## src/rtl/abld_pkg.sv

```systemverilog
// Shared types and constants for the ambient light backlight dimmer.
// Used by abld_core, ambient_light_backlight_dimmer_top and abld_checker.
package abld_pkg;

	localparam int SAMPLE_BITS   = 12;
	localparam int FRACTION_BITS = 16;
	localparam int WEIGHT_BITS   = 16;
	localparam int DUTY_BITS     = 8;
	localparam int AVG_BITS      = SAMPLE_BITS + FRACTION_BITS;
	localparam int MUL_A_BITS    = WEIGHT_BITS + 1;
	localparam int MUL_B_BITS    = AVG_BITS;
	localparam int PROD_BITS     = MUL_A_BITS + MUL_B_BITS;
	localparam int QUO_BITS      = SAMPLE_BITS + DUTY_BITS;
	localparam int DIV_STEPS     = QUO_BITS;
	localparam int CNT_BITS      = $clog2(DIV_STEPS);
	localparam int CFG_IDX_BITS  = 2;
	localparam int CFG_DATA_BITS = WEIGHT_BITS;
	localparam int S_TDATA_BITS  = ((SAMPLE_BITS + 7) / 8) * 8;
	localparam int M_TDATA_BITS  = ((DUTY_BITS + SAMPLE_BITS + 7) / 8) * 8;

	localparam logic [WEIGHT_BITS-1:0] WEIGHT_RESET = 16'd3277;
	localparam logic [SAMPLE_BITS-1:0] DARK_RESET   = 12'd150;
	localparam logic [SAMPLE_BITS-1:0] BRIGHT_RESET = 12'd3600;
	localparam logic [DUTY_BITS-1:0]   MIN_RESET    = 8'd15;
	localparam logic [DUTY_BITS-1:0]   DUTY_MAX     = 8'd255;
	localparam logic [MUL_A_BITS-1:0]  WEIGHT_ONE   = 17'd65536;

	typedef enum logic [CFG_IDX_BITS-1:0] {
		CFG_WEIGHT = 2'd0,
		CFG_DARK   = 2'd1,
		CFG_BRIGHT = 2'd2,
		CFG_MIN    = 2'd3
	} cfg_idx_t;

	typedef struct packed {
		logic [WEIGHT_BITS-1:0] smoothing_weight;
		logic [SAMPLE_BITS-1:0] dark_level;
		logic [SAMPLE_BITS-1:0] bright_level;
		logic [DUTY_BITS-1:0]   min_duty;
	} cfg_t;

	typedef enum logic [7:0] {
		ST_IDLE    = 8'b0000_0001,
		ST_MUL_NEW = 8'b0000_0010,
		ST_MUL_OLD = 8'b0000_0100,
		ST_SUM     = 8'b0000_1000,
		ST_MAP     = 8'b0001_0000,
		ST_MAP_MUL = 8'b0010_0000,
		ST_DIV     = 8'b0100_0000,
		ST_FIN     = 8'b1000_0000
	} state_t;

endpackage

```

## src/rtl/abld_core.sv

```systemverilog
// Sequencer and datapath: filter update, linear map and clamp.
// One shared multiplier and a restoring divider; depends on abld_pkg.
module abld_core (
	input  logic                                clk,
	input  logic                                arst_n,
	input  abld_pkg::cfg_t                      cfg,
	input  logic                                in_valid,
	output logic                                in_ready,
	input  logic [abld_pkg::SAMPLE_BITS-1:0]    in_sample,
	output logic                                res_valid,
	input  logic                                res_ready,
	output logic [abld_pkg::DUTY_BITS-1:0]      res_duty,
	output logic [abld_pkg::SAMPLE_BITS-1:0]    res_level
);

	abld_pkg::state_t                      state_q;
	logic [abld_pkg::SAMPLE_BITS-1:0]      x_q;
	logic [abld_pkg::AVG_BITS-1:0]         avg_q;
	logic                                  seeded_q;
	logic [abld_pkg::AVG_BITS-1:0]         t1_q;
	logic [abld_pkg::PROD_BITS-1:0]        prod_q;
	logic [abld_pkg::SAMPLE_BITS-1:0]      mag_q;
	logic [abld_pkg::SAMPLE_BITS-1:0]      den_q;
	logic [abld_pkg::SAMPLE_BITS-1:0]      rem_q;
	logic                                  neg_q;
	logic                                  zero_q;
	logic [abld_pkg::CNT_BITS-1:0]         cnt_q;

	logic [abld_pkg::MUL_A_BITS-1:0]       mul_a;
	logic [abld_pkg::MUL_B_BITS-1:0]       mul_b;
	logic [abld_pkg::PROD_BITS-1:0]        mul_p;
	logic [abld_pkg::SAMPLE_BITS-1:0]      level;
	logic [abld_pkg::SAMPLE_BITS:0]        diff_a;
	logic [abld_pkg::SAMPLE_BITS:0]        diff_r;
	logic [abld_pkg::DUTY_BITS-1:0]        span;
	logic [abld_pkg::SAMPLE_BITS:0]        trial;
	logic [abld_pkg::SAMPLE_BITS:0]        trial_diff;
	logic                                  trial_ok;
	logic [abld_pkg::QUO_BITS-1:0]         quo;

	assign level  = avg_q[abld_pkg::AVG_BITS-1:abld_pkg::FRACTION_BITS];
	assign diff_a = {1'b0, level} - {1'b0, cfg.dark_level};
	assign diff_r = {1'b0, cfg.bright_level} - {1'b0, cfg.dark_level};
	assign span   = abld_pkg::DUTY_MAX - cfg.min_duty;

	always_comb begin
		unique case (state_q)
			abld_pkg::ST_MUL_OLD: begin
				mul_a = abld_pkg::WEIGHT_ONE - {1'b0, cfg.smoothing_weight};
				mul_b = avg_q;
			end
			abld_pkg::ST_MAP_MUL: begin
				mul_a = abld_pkg::MUL_A_BITS'(span);
				mul_b = abld_pkg::MUL_B_BITS'(mag_q);
			end
			default: begin
				mul_a = abld_pkg::MUL_A_BITS'(cfg.smoothing_weight);
				mul_b = abld_pkg::MUL_B_BITS'(x_q);
			end
		endcase
	end

	assign mul_p = abld_pkg::PROD_BITS'(mul_a) * abld_pkg::PROD_BITS'(mul_b);

	assign trial      = {rem_q, prod_q[abld_pkg::QUO_BITS-1]};
	assign trial_diff = trial - {1'b0, den_q};
	assign trial_ok   = !trial_diff[abld_pkg::SAMPLE_BITS];
	assign quo        = prod_q[abld_pkg::QUO_BITS-1:0];

	always_ff @(posedge clk or negedge arst_n) begin
		if (!arst_n) begin
			state_q  <= abld_pkg::ST_IDLE;
			seeded_q <= 1'b0;
			cnt_q    <= '0;
		end else begin
			unique case (state_q)
				abld_pkg::ST_IDLE: begin
					if (in_valid) begin
						seeded_q <= 1'b1;
						state_q  <= abld_pkg::ST_MUL_NEW;
					end
				end
				abld_pkg::ST_MUL_NEW: state_q <= abld_pkg::ST_MUL_OLD;
				abld_pkg::ST_MUL_OLD: state_q <= abld_pkg::ST_SUM;
				abld_pkg::ST_SUM:     state_q <= abld_pkg::ST_MAP;
				abld_pkg::ST_MAP:     state_q <= abld_pkg::ST_MAP_MUL;
				abld_pkg::ST_MAP_MUL: begin
					cnt_q   <= '0;
					state_q <= abld_pkg::ST_DIV;
				end
				abld_pkg::ST_DIV: begin
					cnt_q <= cnt_q + 1'b1;
					if (cnt_q == abld_pkg::CNT_BITS'(abld_pkg::DIV_STEPS - 1)) begin
						state_q <= abld_pkg::ST_FIN;
					end
				end
				abld_pkg::ST_FIN: begin
					if (res_ready) begin
						state_q <= abld_pkg::ST_IDLE;
					end
				end
				default: state_q <= abld_pkg::ST_IDLE;
			endcase
		end
	end

	always_ff @(posedge clk) begin
		unique case (state_q)
			abld_pkg::ST_IDLE: begin
				if (in_valid) begin
					x_q <= in_sample;
					if (!seeded_q) begin
						avg_q <= {in_sample, abld_pkg::FRACTION_BITS'(0)};
					end
				end
			end
			abld_pkg::ST_MUL_NEW: prod_q <= mul_p;
			abld_pkg::ST_MUL_OLD: begin
				t1_q   <= prod_q[abld_pkg::AVG_BITS-1:0];
				prod_q <= mul_p;
			end
			abld_pkg::ST_SUM: begin
				avg_q <= t1_q + prod_q[abld_pkg::WEIGHT_BITS +: abld_pkg::AVG_BITS];
			end
			abld_pkg::ST_MAP: begin
				mag_q  <= diff_a[abld_pkg::SAMPLE_BITS] ?
					abld_pkg::SAMPLE_BITS'(-diff_a) : diff_a[abld_pkg::SAMPLE_BITS-1:0];
				den_q  <= diff_r[abld_pkg::SAMPLE_BITS] ?
					abld_pkg::SAMPLE_BITS'(-diff_r) : diff_r[abld_pkg::SAMPLE_BITS-1:0];
				neg_q  <= diff_a[abld_pkg::SAMPLE_BITS] == diff_r[abld_pkg::SAMPLE_BITS];
				zero_q <= diff_r == '0;
			end
			abld_pkg::ST_MAP_MUL: begin
				prod_q <= mul_p;
				rem_q  <= '0;
			end
			abld_pkg::ST_DIV: begin
				rem_q <= trial_ok ? trial_diff[abld_pkg::SAMPLE_BITS-1:0]
					: trial[abld_pkg::SAMPLE_BITS-1:0];
				prod_q[abld_pkg::QUO_BITS-1:0] <= {quo[abld_pkg::QUO_BITS-2:0], trial_ok};
			end
			default: ;
		endcase
	end

	always_comb begin
		priority if (zero_q) begin
			res_duty = cfg.min_duty;
		end else if (!neg_q) begin
			res_duty = abld_pkg::DUTY_MAX;
		end else if (quo > abld_pkg::QUO_BITS'(span)) begin
			res_duty = cfg.min_duty;
		end else begin
			res_duty = abld_pkg::DUTY_MAX - quo[abld_pkg::DUTY_BITS-1:0];
		end
	end

	assign in_ready  = state_q == abld_pkg::ST_IDLE;
	assign res_valid = state_q == abld_pkg::ST_FIN;
	assign res_level = level;

endmodule

```

## src/rtl/ambient_light_backlight_dimmer_top.sv

```systemverilog
// Top level of the ambient light backlight dimmer: ports, registers, result stage.
// Depends on abld_pkg and abld_core.
//
// Usage:
//   s_* carries one 12-bit light sensor sample per item; m_* returns one item
//   per sample with the PWM duty and the integer part of the moving average.
//   cfg_* writes the weight, dark level, bright level and duty floor; write
//   only while no sample is in flight. cfg_ready is always high.
// Timing:
//   From acceptance to its result entering the output register, a sample
//   makes three passes through the shared multiplier for the filter
//   update and the map product, goes through the sum and map bookkeeping
//   states, a 20-step restoring divider for the map quotient and the
//   finish state handing the result over. s_tready stays low while a
//   sample is in work, so no new sample is taken until the core is idle.
// Reset:
//   Configuration registers return to their default values and the filter is unseeded:
//   the first sample after reset sets the average.
// Stall:
//   A finished result waits in the output register; the next sample is
//   taken meanwhile and its own result waits in the core until the register
//   frees.
module ambient_light_backlight_dimmer_top (
	input  logic                                 clk,
	input  logic                                 arst_n,
	input  logic                                 s_tvalid,
	output logic                                 s_tready,
	input  logic [abld_pkg::S_TDATA_BITS-1:0]    s_tdata,   // [11:0] adc_sample
	output logic                                 m_tvalid,
	input  logic                                 m_tready,
	output logic [abld_pkg::M_TDATA_BITS-1:0]    m_tdata,   // [7:0] duty, [19:8] filtered_level
	input  logic                                 cfg_valid,
	output logic                                 cfg_ready,
	input  logic [abld_pkg::CFG_IDX_BITS-1:0]    cfg_index,
	input  logic [abld_pkg::CFG_DATA_BITS-1:0]   cfg_data
);

	abld_pkg::cfg_t                      cfg_q;
	logic                                m_valid_q;
	logic [abld_pkg::DUTY_BITS-1:0]      duty_q;
	logic [abld_pkg::SAMPLE_BITS-1:0]    level_q;
	logic                                res_valid;
	logic                                res_ready;
	logic [abld_pkg::DUTY_BITS-1:0]      res_duty;
	logic [abld_pkg::SAMPLE_BITS-1:0]    res_level;

	assign cfg_ready = 1'b1;

	always_ff @(posedge clk or negedge arst_n) begin
		if (!arst_n) begin
			cfg_q.smoothing_weight <= abld_pkg::WEIGHT_RESET;
			cfg_q.dark_level       <= abld_pkg::DARK_RESET;
			cfg_q.bright_level     <= abld_pkg::BRIGHT_RESET;
			cfg_q.min_duty         <= abld_pkg::MIN_RESET;
		end else if (cfg_valid && cfg_ready) begin
			unique case (abld_pkg::cfg_idx_t'(cfg_index))
				abld_pkg::CFG_WEIGHT: cfg_q.smoothing_weight <= cfg_data;
				abld_pkg::CFG_DARK:   cfg_q.dark_level <= cfg_data[abld_pkg::SAMPLE_BITS-1:0];
				abld_pkg::CFG_BRIGHT: cfg_q.bright_level <= cfg_data[abld_pkg::SAMPLE_BITS-1:0];
				abld_pkg::CFG_MIN:    cfg_q.min_duty <= cfg_data[abld_pkg::DUTY_BITS-1:0];
				default: ;
			endcase
		end
	end

	abld_core u_core (
		.clk       (clk),
		.arst_n    (arst_n),
		.cfg       (cfg_q),
		.in_valid  (s_tvalid),
		.in_ready  (s_tready),
		.in_sample (s_tdata[abld_pkg::SAMPLE_BITS-1:0]),
		.res_valid (res_valid),
		.res_ready (res_ready),
		.res_duty  (res_duty),
		.res_level (res_level)
	);

	assign res_ready = !m_valid_q || m_tready;

	always_ff @(posedge clk or negedge arst_n) begin
		if (!arst_n) begin
			m_valid_q <= 1'b0;
		end else if (res_ready) begin
			m_valid_q <= res_valid;
		end
	end

	always_ff @(posedge clk) begin
		if (res_valid && res_ready) begin
			duty_q  <= res_duty;
			level_q <= res_level;
		end
	end

	assign m_tvalid = m_valid_q;
	assign m_tdata  = abld_pkg::M_TDATA_BITS'({level_q, duty_q});

endmodule

```

## config.mk

```make
export PLATFORM = sky130hd
export DESIGN_NAME = ambient_light_backlight_dimmer_top
export DESIGN_NICKNAME = d
export VERILOG_FILES = /design/src/rtl/abld_pkg.sv /design/src/rtl/abld_core.sv /design/src/rtl/ambient_light_backlight_dimmer_top.sv
export SDC_FILE = /design/constraint.sdc
export NUM_CORES = 2
export LEC_CHECK = 0
export ABC_AREA = 1
export BUFFER_PORTS_ARGS = -buffer_cell sky130_fd_sc_hd__buf_2
export CORE_ASPECT_RATIO = 0.6
export CORE_MARGIN = 3
export CORE_UTILIZATION = 65
export CTS_BUF_LIST = sky130_fd_sc_hd__clkbuf_4
export CTS_CLUSTER_DIAMETER = 100
export DETAILED_ROUTE_END_ITERATION = 8
export HOLD_SLACK_MARGIN = 0.08
export PLACE_DENSITY = 0.82
export SYNTH_ARGS = -nofsm -noshare
export SYNTH_HDL_FRONTEND = slang
export SYNTH_SLANG_ARGS = --single-unit
```

## constraint.sdc

```tcl
create_clock -name clk -period 9.2 [get_ports clk]
set_input_delay 1.84 -clock clk [delete_from_list [all_inputs] [get_ports clk]]
set_output_delay 1.84 -clock clk [all_outputs]
set_load 0.05 [all_outputs]
```

==> flow_metrics.tcl <==
set metrics [dict create \
    drive_gt1_share_pct 7.56 \
    fin_crit_sh_pct 90.9 \
    outcome "finished with violations" \
    cts_resized 0 \
    antenna_found_initial 5 \
    wirelength_um 89700 \
    slew_violations 0 \
    clockBufferDepth 3 \
    synth-edff-count 170 \
    finalClockSkew_ns 0.107 \
    finalCriticalPeriod_ns 8.36 \
    cts_tree "built" \
    core_area_um2 43700 \
    drv_cap 0 \
    dp_hpwl_um 71700 \
    tightest_slew_ns 1.31 \
    path_clk_slew_ns 0.08 \
    finalSetupTns_ns 0 \
    path_delay_family "adder cells" \
    gp_congestion 1.06 \
    nets 4228 \
    grt_use_total_pct 38.3 \
    post-cts-setup-buffer-count 0 \
    clkSinkCount 233 \
    crit_buf_inv 10 \
    dr_total_vias 25173 \
    cp.required_ns 9.68 \
    grt_max_degree 64 \
    arrival_ns 8.84 \
    final_cell_mix "nand2_1 (808), inv_1 (792), fa_1 (392)" \
    die_y_um 170 \
    clock-root-buffer "clkbuf_4" \
    overflow 0 \
    avgSynthCellArea_um2 8.19 \
    port_buffers 56 \
    die_w_um 279 \
    ys.flop_type "edfxtp_1" \
    synth_area_um2 29000 \
    rows 59 \
    hold_class "flip-flop to flip-flop" \
    grt_pass1_wl_um 136000 \
    ios 66 \
    setup_viol 0 \
    ys_types 53 \
    crit_path_start_kind "flip-flop" \
    numCtsBuffers 48 \
    postCtsHoldBufs 0 \
    fmax_mhz 120 \
    htreeDepth 2 \
    drcViolationCount 3 \
    avgRoutedWirePerCell_um 21.2 \
    route.top_layer_used "met5" \
    yosysSeqAreaShare_pct 23.1 \
    dr_wl_met2_um 32900 \
    crit_path_end_kind "flip-flop" \
    synth_warnings 0 \
    drt_iter0_markers 3970 \
    wl_met1_um 36200 \
    wl_met3_um 17500 \
    grt_pass1_vias 23597 \
    violations "DRC" \
    netlist_instances 3547 \
    die-area_um2 47300 \
    vias_per_cell 5.96 \
    clkLatencyLatePin_ns 0.78 \
    path_max_fanout 19 \
    slowest_delay_ns 1.00 \
    hold_depth 0 \
    r2r_cells 32 \
    ant_nets 0 \
    crit_slowest_cell "o221ai_2" \
    final_common_cell "nand2_1" \
    fillers 3478 \
    ys_seq_elements 233 \
    rsz0062_at_grt "no" \
    start_util_pct 66.4 \
    slew_headroom_pct 12.7 \
    cp.depth 32 \
    async_flop_share_pct 27.0 \
    hold_violations 0 \
    critical_path_class "flip-flop to flip-flop" \
    areaGrowthSynthToFinish_pct 4.81 \
    first_pass_iters 9 \
]
through the flow:
step / utilization [%] / instances / setup slack, ns / hold slack, ns / area [um2]
final: 69.6 / 4221 / 0.842 / 0.470 / 30400
after global routing: 69.6 / 4219 / 0.535 / 0.473 / 30400
after CTS: 69.6 / 4218 / 1.12 / 0.477 / 30400
after detailed placement: 68.3 / 4136 / 1.11 / 0.468 / 29800
after global placement: 68.3 / 4136 / 1.17 / 0.433 / 29800
after floorplan: - / 3550 / 2.66 / 0.426 / 29000
path summary, 6_finish.rpt:
kind	slack [ns]	end	startpoint
worst max-delay path	0.84	u_core.prod_q[39]	u_core.state_q[0]
worst max register to register	0.84	u_core.prod_q[39]	u_core.state_q[0]
worst min-delay path	0.47	level_q[0]	u_core.avg_q[16]
min in group asynchronous	1.31	cfg_q[28]	arst_n
max in group asynchronous	7.34	u_core.state_q[4]	arst_n
worst min register to register	0.47	level_q[0]	u_core.avg_q[16]
registers in the layout (all words and copies together) (netlist names):
name and flops:
cfg_q 48, u_core.prod_q 44, u_core.avg_q 28, u_core.t1_q 28, level_q 12, u_core.den_q 12
u_core.mag_q 12, u_core.rem_q 12, u_core.x_q 12, duty_q 8, u_core.state_q 8, u_core.cnt_q 5
m_tvalid 1, u_core.neg_q 1, u_core.seeded_q 1, u_core.zero_q 1
synthesized netlist by cell type (5+ instances only):
| cell | instances | area [um2] |
|---|---|---|
| nand2_1 | 808 | 3030 |
| inv_1 | 792 | 2970 |
| fa_1 | 392 | 7850 |
| nor2_1 | 301 | 1130 |
| ha_1 | 190 | 2380 |
| edfxtp_1 | 170 | 5100 |
| o21ai_0 | 160 | 801 |
| nand3_1 | 139 | 696 |
| a21oi_1 | 131 | 656 |
| dfrtp_1 | 43 | 1080 |
| buf_2 | 41 | 205 |
| xor2_1 | 37 | 324 |
| nand4_1 | 31 | 194 |
| inv_2 | 27 | 101 |
| nor3_1 | 25 | 125 |
| xnor2_1 | 21 | 184 |
| clkbuf_1 | 20 | 75.1 |
| dfstp_2 | 20 | 526 |
| buf_4 | 18 | 135 |
| a21o_1 | 15 | 113 |
| o21bai_1 | 13 | 97.6 |
| a22o_1 | 12 | 105 |
| a31oi_1 | 12 | 75.1 |
| nand3b_1 | 12 | 90.1 |
| a21oi_4 | 10 | 163 |
| nand2_2 | 10 | 62.6 |
| nor2_2 | 10 | 62.6 |
| nor4_1 | 10 | 62.6 |
| o21a_1 | 10 | 75.1 |
| a21boi_0 | 9 | 67.6 |
| or2_2 | 8 | 50.1 |
| buf_6 | 7 | 78.8 |
| a211oi_1 | 5 | 37.5 |
logic make-up (layout without fill, tap and decap cells):
kind of cell	count (synthesis)	after routing	synth area share (%)
simple gates	1360	1360	19.1
buf+inv	908	997	12.4
fa+ha+maj	582	582	35.2
compound gates	403	403	8.32
flops	233	233	23.1
xor+xnor	58	58	1.75
other cells	2	8	0.0259
mux	1	1	0.0388
cell type report:
type	count	area, um2	area share, %
clock buffer	73	548	1.80
sequential	233	6710	22.0
clock inverter	9	41.3	0.136
antenna	3	7.51	0.0247
inverter	821	3090	10.2
multi-input combinational	2409	18800	61.6
timing repair buffer	94	566	1.86
tap	579	724	2.38
metal layers:
metal  vias up  GRT usage (%)
met5         -              0
met4         6           9.85
met3       251           20.1
met2      1959           48.3
met1     11934           57.1
li1      11023              -
Power is left out: the tool's default activity adds up to more than one toggle a clock period on the data nets, which glitch-free logic cannot reach.
